### src/hdl/rsd_pkg.sv
// Shared types and constants for the run-length scanline decoder.
package rsd_pkg;

    // Configuration register indexes
    localparam logic [1:0] CFG_RLE_MODE  = 2'd0;
    localparam logic [1:0] CFG_BYTES_PER = 2'd1;
    localparam logic [1:0] CFG_CHAN_CNT  = 2'd2;
    localparam logic [1:0] CFG_LINE_WID  = 2'd3;

    // Reset values of the configuration registers
    localparam logic        RST_RLE_MODE  = 1'b1;
    localparam logic [1:0]  RST_BYTES_PER = 2'd1;
    localparam logic [2:0]  RST_CHAN_CNT  = 3'd1;
    localparam logic [15:0] RST_LINE_WID  = 16'd512;

    // Header element layout
    localparam int unsigned LITERAL_BIT = 7;
    localparam int unsigned COUNT_BITS  = 7;
    localparam logic [1:0]  TWO_BYTES   = 2'd2;

    typedef enum logic [1:0] {
        PM_HEADER  = 2'd0,
        PM_LITERAL = 2'd1,
        PM_REPEAT  = 2'd2,
        PM_DONE    = 2'd3
    } t_parse_mode;

    typedef struct packed {
        logic        rle_mode;
        logic [1:0]  bytes_per_component;
        logic [2:0]  channel_count;
        logic [15:0] line_width;
    } t_cfg;

    typedef struct packed {
        t_parse_mode     mode;
        logic [COUNT_BITS-1:0] remaining;
        logic            phase;
        logic [15:0]     column;
    } t_state;

    typedef struct packed {
        logic [7:0] code_byte;
        logic [1:0] channel;
        logic       line_start;
    } t_item;

    typedef struct packed {
        logic [7:0]  pixel_value;
        logic [15:0] start_column;
        logic [17:0] buffer_index;
        logic [6:0]  run_length;
        logic        line_end;
        logic        overrun;
    } t_result;

endpackage

### src/hdl/rsd_decode.sv
// Combinational decode of one code byte: next parser state and result.
module rsd_decode import rsd_pkg::*; (
    input  t_cfg    i_cfg,
    input  t_state  i_state,
    input  t_item   i_item,
    output t_state  o_state,
    output logic    o_emit,
    output t_result o_result
);

    t_state                eff;
    logic                  two;
    logic                  phase;
    logic [COUNT_BITS-1:0] hdr_count;
    logic [COUNT_BITS-1:0] run_count;
    logic [15:0]           avail;
    logic                  clip;
    logic [6:0]            run_len;
    logic [16:0]           col_inc;
    logic                  vb_end;
    logic [18:0]           prod;

    // Line start clears the parser before the byte is handled
    always_comb begin
        eff = i_state;
        if (i_item.line_start) begin
            eff.mode      = PM_HEADER;
            eff.remaining = '0;
            eff.phase     = 1'b0;
            eff.column    = '0;
        end
    end

    assign two       = (i_cfg.bytes_per_component == TWO_BYTES);
    assign phase     = two & eff.phase;
    assign hdr_count = i_item.code_byte[COUNT_BITS-1:0];
    assign run_count = (eff.mode == PM_LITERAL) ? COUNT_BITS'(1) : eff.remaining;
    assign avail     = (eff.column < i_cfg.line_width) ? (i_cfg.line_width - eff.column)
                                                       : 16'd0;
    assign clip      = ({9'd0, run_count} > avail);
    assign run_len   = clip ? avail[6:0] : run_count;
    assign col_inc   = {1'b0, eff.column} + 17'd1;
    assign vb_end    = (col_inc >= {1'b0, i_cfg.line_width});
    assign prod      = 19'(eff.column) * 19'(i_cfg.channel_count);

    // Next state
    always_comb begin
        o_state       = eff;
        o_state.phase = two & ~phase;
        if (eff.mode != PM_DONE) begin
            if (!i_cfg.rle_mode) begin
                if (!phase) begin
                    o_state.column = col_inc[15:0];
                    if (vb_end) begin
                        o_state.mode = PM_DONE;
                    end
                end
            end else if (eff.mode == PM_HEADER) begin
                if (!two || phase) begin
                    if (hdr_count == '0) begin
                        o_state.mode = PM_DONE;
                    end else begin
                        o_state.remaining = hdr_count;
                        o_state.mode = i_item.code_byte[LITERAL_BIT] ? PM_LITERAL
                                                                     : PM_REPEAT;
                    end
                end
            end else if (!phase) begin
                o_state.column = eff.column + {9'd0, run_len};
                if (eff.mode == PM_LITERAL) begin
                    o_state.remaining = eff.remaining - COUNT_BITS'(1);
                    if (eff.remaining == COUNT_BITS'(1)) begin
                        o_state.mode = PM_HEADER;
                    end
                end else begin
                    o_state.remaining = '0;
                    o_state.mode      = PM_HEADER;
                end
            end
        end
    end

    // Result
    always_comb begin
        o_emit                = 1'b0;
        o_result.pixel_value  = i_item.code_byte;
        o_result.start_column = eff.column;
        o_result.buffer_index = prod[17:0] + 18'(i_item.channel);
        o_result.run_length   = 7'd1;
        o_result.line_end     = 1'b0;
        o_result.overrun      = 1'b0;
        if (eff.mode != PM_DONE) begin
            if (!i_cfg.rle_mode) begin
                o_emit            = ~phase;
                o_result.line_end = vb_end;
            end else if (eff.mode == PM_HEADER) begin
                if ((!two || phase) && hdr_count == '0) begin
                    o_emit                = 1'b1;
                    o_result.pixel_value  = 8'd0;
                    o_result.run_length   = 7'd0;
                    o_result.line_end     = 1'b1;
                end
            end else begin
                o_emit              = ~phase;
                o_result.run_length = run_len;
                o_result.overrun    = clip;
            end
        end
    end

endmodule

### src/hdl/rsd_out_reg.sv
// Result register with valid/stall handshake toward the consumer.
module rsd_out_reg import rsd_pkg::*; (
    input  logic    i_clk,
    input  logic    i_rst_n,
    input  logic    i_load,
    input  t_result i_result,
    input  logic    i_stall,
    output logic    o_ready,
    output logic    o_valid,
    output t_result o_result
);

    logic    r_valid;
    logic    n_valid;
    t_result r_result;

    // Free when empty or its content transfers this cycle
    assign o_ready = ~r_valid | ~i_stall;

    always_comb begin
        n_valid = r_valid;
        if (o_ready) begin
            n_valid = i_load;
        end
    end

    always_ff @(posedge i_clk) begin
        if (!i_rst_n) begin
            r_valid <= 1'b0;
        end else begin
            r_valid <= n_valid;
        end
    end

    always_ff @(posedge i_clk) begin
        if (o_ready && i_load) begin
            r_result <= i_result;
        end
    end

    assign o_valid  = r_valid;
    assign o_result = r_result;

endmodule

### src/hdl/rle_scanline_decoder_unit.sv
// Top level of the run-length / verbatim channel scanline decoder.
// Path: a code byte that transfers in is held in the input register, then decoded
//   into the result register, where its result is presented (two register stages).
// Throughput: one code byte per cycle; the input stalls only while a result
//   waits in the stalled result register and the byte in the input register emits.
// Reset (i_rst_n low, synchronous): pipeline valids drop, parser goes to header
//   state at column 0, config registers return to their defaults.
module rle_scanline_decoder_unit import rsd_pkg::*; (
    input  logic        i_clk,
    input  logic        i_rst_n,
    // code byte stream
    input  logic        i_in_valid,
    output logic        o_in_stall,
    input  logic [7:0]  i_code_byte,
    input  logic [1:0]  i_channel,
    input  logic        i_line_start,
    // decoded results
    output logic        o_out_valid,
    input  logic        i_out_stall,
    output logic [7:0]  o_pixel_value,
    output logic [15:0] o_start_column,
    output logic [17:0] o_buffer_index,
    output logic [6:0]  o_run_length,
    output logic        o_line_end,
    output logic        o_overrun,
    // configuration writes
    input  logic        i_cfg_valid,
    output logic        o_cfg_ready,
    input  logic [1:0]  i_cfg_index,
    input  logic [15:0] i_cfg_data
);

    t_cfg    r_cfg;
    t_state  r_state;
    t_state  n_state;
    logic    r_s1_valid;
    logic    n_s1_valid;
    t_item   r_s1_item;
    logic    emit;
    t_result result;
    t_result out_result;
    logic    out_ready;
    logic    s1_fire;
    logic    in_xfer;

    // Config regs always ready; host must write only while no byte in flight (unenforced)
    assign o_cfg_ready = 1'b1;

    always_ff @(posedge i_clk) begin
        if (!i_rst_n) begin
            r_cfg.rle_mode            <= RST_RLE_MODE;
            r_cfg.bytes_per_component <= RST_BYTES_PER;
            r_cfg.channel_count       <= RST_CHAN_CNT;
            r_cfg.line_width          <= RST_LINE_WID;
        end else if (i_cfg_valid) begin
            unique case (i_cfg_index)
                CFG_RLE_MODE:  r_cfg.rle_mode            <= i_cfg_data[0];
                CFG_BYTES_PER: r_cfg.bytes_per_component <= i_cfg_data[1:0];
                CFG_CHAN_CNT:  r_cfg.channel_count       <= i_cfg_data[2:0];
                CFG_LINE_WID:  r_cfg.line_width          <= i_cfg_data;
                default:       r_cfg                     <= r_cfg;
            endcase
        end
    end

    // Stage 1 retires when it makes no result or the result register is free.
    // Parser state advances exactly on that retire, so bytes stay in order.
    assign s1_fire    = r_s1_valid & (~emit | out_ready);
    assign o_in_stall = r_s1_valid & ~s1_fire;
    assign in_xfer    = i_in_valid & ~o_in_stall;

    always_comb begin
        n_s1_valid = r_s1_valid;
        if (in_xfer) begin
            n_s1_valid = 1'b1;
        end else if (s1_fire) begin
            n_s1_valid = 1'b0;
        end
    end

    always_ff @(posedge i_clk) begin
        if (!i_rst_n) begin
            r_s1_valid <= 1'b0;
        end else begin
            r_s1_valid <= n_s1_valid;
        end
    end

    always_ff @(posedge i_clk) begin
        if (in_xfer) begin
            r_s1_item.code_byte  <= i_code_byte;
            r_s1_item.channel    <= i_channel;
            r_s1_item.line_start <= i_line_start;
        end
    end

    // Parser state
    always_ff @(posedge i_clk) begin
        if (!i_rst_n) begin
            r_state.mode      <= PM_HEADER;
            r_state.remaining <= '0;
            r_state.phase     <= 1'b0;
            r_state.column    <= '0;
        end else if (s1_fire) begin
            r_state <= n_state;
        end
    end

    rsd_decode u_decode (
        .i_cfg    (r_cfg),
        .i_state  (r_state),
        .i_item   (r_s1_item),
        .o_state  (n_state),
        .o_emit   (emit),
        .o_result (result)
    );

    // Result register decouples consumer stall from the byte stream
    rsd_out_reg u_out (
        .i_clk    (i_clk),
        .i_rst_n  (i_rst_n),
        .i_load   (r_s1_valid & emit),
        .i_result (result),
        .i_stall  (i_out_stall),
        .o_ready  (out_ready),
        .o_valid  (o_out_valid),
        .o_result (out_result)
    );

    assign o_pixel_value  = out_result.pixel_value;
    assign o_start_column = out_result.start_column;
    assign o_buffer_index = out_result.buffer_index;
    assign o_run_length   = out_result.run_length;
    assign o_line_end     = out_result.line_end;
    assign o_overrun      = out_result.overrun;

endmodule

### config.mk
export PLATFORM = sky130hd
export DESIGN_NAME = rle_scanline_decoder_unit
export DESIGN_NICKNAME = d
export VERILOG_FILES = /design/src/hdl/rsd_pkg.sv /design/src/hdl/rsd_decode.sv /design/src/hdl/rsd_out_reg.sv /design/src/hdl/rle_scanline_decoder_unit.sv
export SDC_FILE = /design/constraint.sdc
export NUM_CORES = 1
export LEC_CHECK = 0
export BUFFER_PORTS_ARGS = -buffer_cell sky130_fd_sc_hd__buf_2
export CAP_MARGIN = 40
export CELL_PAD_IN_SITES_DETAIL_PLACEMENT = 1
export CELL_PAD_IN_SITES_GLOBAL_PLACEMENT = 1
export CORE_MARGIN = 10
export CORE_UTILIZATION = 35
export CTS_CLUSTER_DIAMETER = 150
export DETAILED_ROUTE_END_ITERATION = 8
export PLACE_DENSITY = 0.67
export SYNTH_ARGS = -nofsm -noshare
export SYNTH_HDL_FRONTEND = slang
export SYNTH_SLANG_ARGS = --single-unit
### constraint.sdc
create_clock -name i_clk -period 8.15 [get_ports i_clk]
set_input_delay 0.815 -clock i_clk [delete_from_list [all_inputs] [get_ports i_clk]]
set_output_delay 0.815 -clock i_clk [all_outputs]
set_load 0.02 [all_outputs]
==> run metrics <==
Initial Util 35.6%; Total GRT Usage 16.4%; Worst-path clk slew 90 ps; Detail Route Antenna Nets 0; FF-to-FF End r_state[10]$_SDFFE_PN0P_; Chip Width 177 um; DR vias/cell 5.35; cells after synthesis 1,000; yosys warns 0; First DRT Iteration DRCs 453; drt pass-1 iters 4; DRC 0; count of cell types in the netlist 83; total power 0.00137 W; critical path startpoint r_s1_item[0]$_DFFE_PP_; Buffers on Ports 86; Power Dens Cells 141 nW/um^2; WL/cell 18.5 um; post-route insts no fill 1,389; Post-Route Skew 12.4 ps; outcome finished clean; # setup viols final 0; H-Tree Depth 3; antenna cells 0; most frequent cells after synthesis nand2_1, a21oi_1, ha_1; Total Nets Final 1,197; Rel. slew slack 42.0%; crit share post-route 90.2%; Slew Limit Fails 0; CTS buffer count 9; Critical R2R Launch r_s1_item[0]$_DFFE_PP_; Max stage delay on crit path 610 ps; clk_lat worst skew 370 ps; synthesized cell area 8650 um^2; most common cell in the netlist nand2_1; # IOs 88; Worst Path Required 8400 ps; FF-to-FF path depth 28; actual slew at the worst max-slew pin 869 ps; Vias 7,426; Core ar. 24,300 um^2; ys async rst share 0%; RSZ-0062 raised after global routing no; Worst Setup Slack, final 801 ps; clk root buf clkbuf_16; hold crit path type reg2reg; clock sink count 112; crit path DAT 7600 ps; Inst Count DP 1,372; crit path time final 7350 ps; first-pass GRT wire length 41.9 mm; Core Rows 57; reg2reg setup slack 800 ps; number of antenna violations at the first check in global routing 0; total of max-cap violations 0; Worst path slowest cell edfxtp_1; Synth Flop Type edfxtp_1; Filler cells 2,919; cell taking the most area after synthesis edfxtp_1; post-synth top area share 21.5%; routed wire length 25.7 mm; Post-synth EDFFs 62; FF/Latch Area 2860 um^2; DIE HEIGHT 177 um; Startpoint Class flip-flop; worst setup path class reg2reg; global placer's final weighted congestion 0.912; Setup WS pre-CTS 618 ps; CP Capture Type flip-flop; layout cells sized above 1 13.6%; Worst VDD drop 0.0752 mV; crit path max fanout 12; Die Area 31,400 um^2; Multi-input gate area 5310 um^2; sequential area share after synthesis 33.1%; GRT Residual Overflow 0; Synth Register Bits 112; setup tns final 0 ps; pin count of the biggest net entering global routing 52; number of global-route vias before repair 7,778; Synth area leaders edfxtp_1, ha_1, dfxtp_1; Lkg Pwr 4.26 nW; CTS tree built; Synthesized Nets 1,137; f_max 136 MHz; Layout area overhead 12.7%; Final Hold Viols 0; CTS max path bufs 2; CP endpoint r_state[10]$_SDFFE_PN0P_; DP Wirelength 20.3 mm; mean post-synth cell area 8.65 um^2
## cell type report
type	count	area share [%]
Clock buffer	9	2.31
Clock inverter	7	1.00
Inverter	75	2.89
Multi-Input combinational cell	759	54.4
Sequential cell	112	29.4
Tap cell	324	4.16
Timing Repair Buffer	103	5.84
## how the worst min path moves through the flow
stage | slack, ps | startpoint | cells past startpoint | endpoint
2_1_floorplan | 450 | r_state[12]$_SDFFE_PN0P_ | 2 | r_state[12]$_SDFFE_PN0P_
3_3_place_gp | 470 | r_state[23]$_SDFFE_PN0P_ | 2 | r_state[23]$_SDFFE_PN0P_
3_5_place_dp | 480 | r_s1_item[9]$_DFFE_PP_ | 0 | u_out.o_result[49]$_DFFE_PP_
4_1_cts | 500 | r_state[23]$_SDFFE_PN0P_ | 2 | r_state[23]$_SDFFE_PN0P_
5_1_grt | 510 | r_s1_item[9]$_DFFE_PP_ | 0 | u_out.o_result[49]$_DFFE_PP_
6_report | 490 | r_state[23]$_SDFFE_PN0P_ | 2 | r_state[23]$_SDFFE_PN0P_
## cells in the final DEF (no fill, tap or decap), types with 9 or more instances in the layout
cell type    n
dfxtp_1     50
nand3_1     27
nor2_1      55
edfxtp_1    62
inv_1       73
buf_4       15
nor2b_1     22
a21oi_1     86
ha_1        86
and2_1      15
xnor2_1     29
nor3_1      15
nand2_1    132
nand4_1     13
nand2b_1    13
xor2_1      11
a31oi_1     11
a21o_1      16
buf_2       86
o21ai_0     44
clkbuf_16    9
or3_1        9
fa_1        17
o21a_1      11
and3_1      11
## what timing repair did
| item | CTS | global route |
|---|---|---|
| resized for setup | 0 | 1 |
| hold buffers | 0 | 0 |
| buffers inserted | 0 | 1 |
| endpoints found under the setup margin | 0 | 6 |
## registers in the layout (all words and copies together) (netlist names)
| name | cells |
|---|---|
| u_out.o_result | 51 |
| r_state | 26 |
| r_cfg | 22 |
| r_s1_item | 11 |
| r_s1_valid | 1 |
| u_out.o_valid | 1 |
## per-stage QoR
step           hold slack (ps)  utilization [%]  area [um^2]
2_1_floorplan              454                -         8650
3_3_place_gp               470             38.6         9390
3_5_place_dp               479             38.7         9410
4_1_cts                    495             40.0         9740
5_1_grt                    509             40.1         9750
6_report                   493             40.1         9750
## critical path: cells and delay by family (launching register included)
| family | cells | cell delay (ps) |
|---|---|---|
| compound gates | 14 | 3170 |
| simple gates | 6 | 1110 |
| flops | 1 | 610 |
| fa+ha+maj | 4 | 1410 |
| mux | 1 | 420 |
| buf+inv | 3 | 480 |
## cell families after synthesis
group | Yosys count | share of synthesized area (%)
other | 1 | 0.0434
AOI/OAI and AO/OA | 255 | 19.3
DFF | 112 | 33.1
muxes | 11 | 1.37
xor gates and xnor gates | 40 | 4.05
and+or+nand+nor | 349 | 20.0
buffers and inverters | 129 | 5.76
adders and majority gates | 103 | 16.4
## power by group
group	internal, W	total, W	switching [W]	leakage [nW]
Sequential	0.000611	0.000627	0.0000160	1.03
Clock	0.000250	0.000497	0.000247	0.159
Combinational	0.0000930	0.000249	0.000156	3.07
Total	0.000955	0.00137	0.000419	4.26
## metal layers
layer,vias up,wire (um),track usage (%)
met5,-,0,0
met3,14,938,2.41
met1,3610,12200,21.8
met4,0,180,3.01
met2,128,12300,27.8
li1,3674,-,-
No activity file was read; power rests on OpenSTA's default activity.
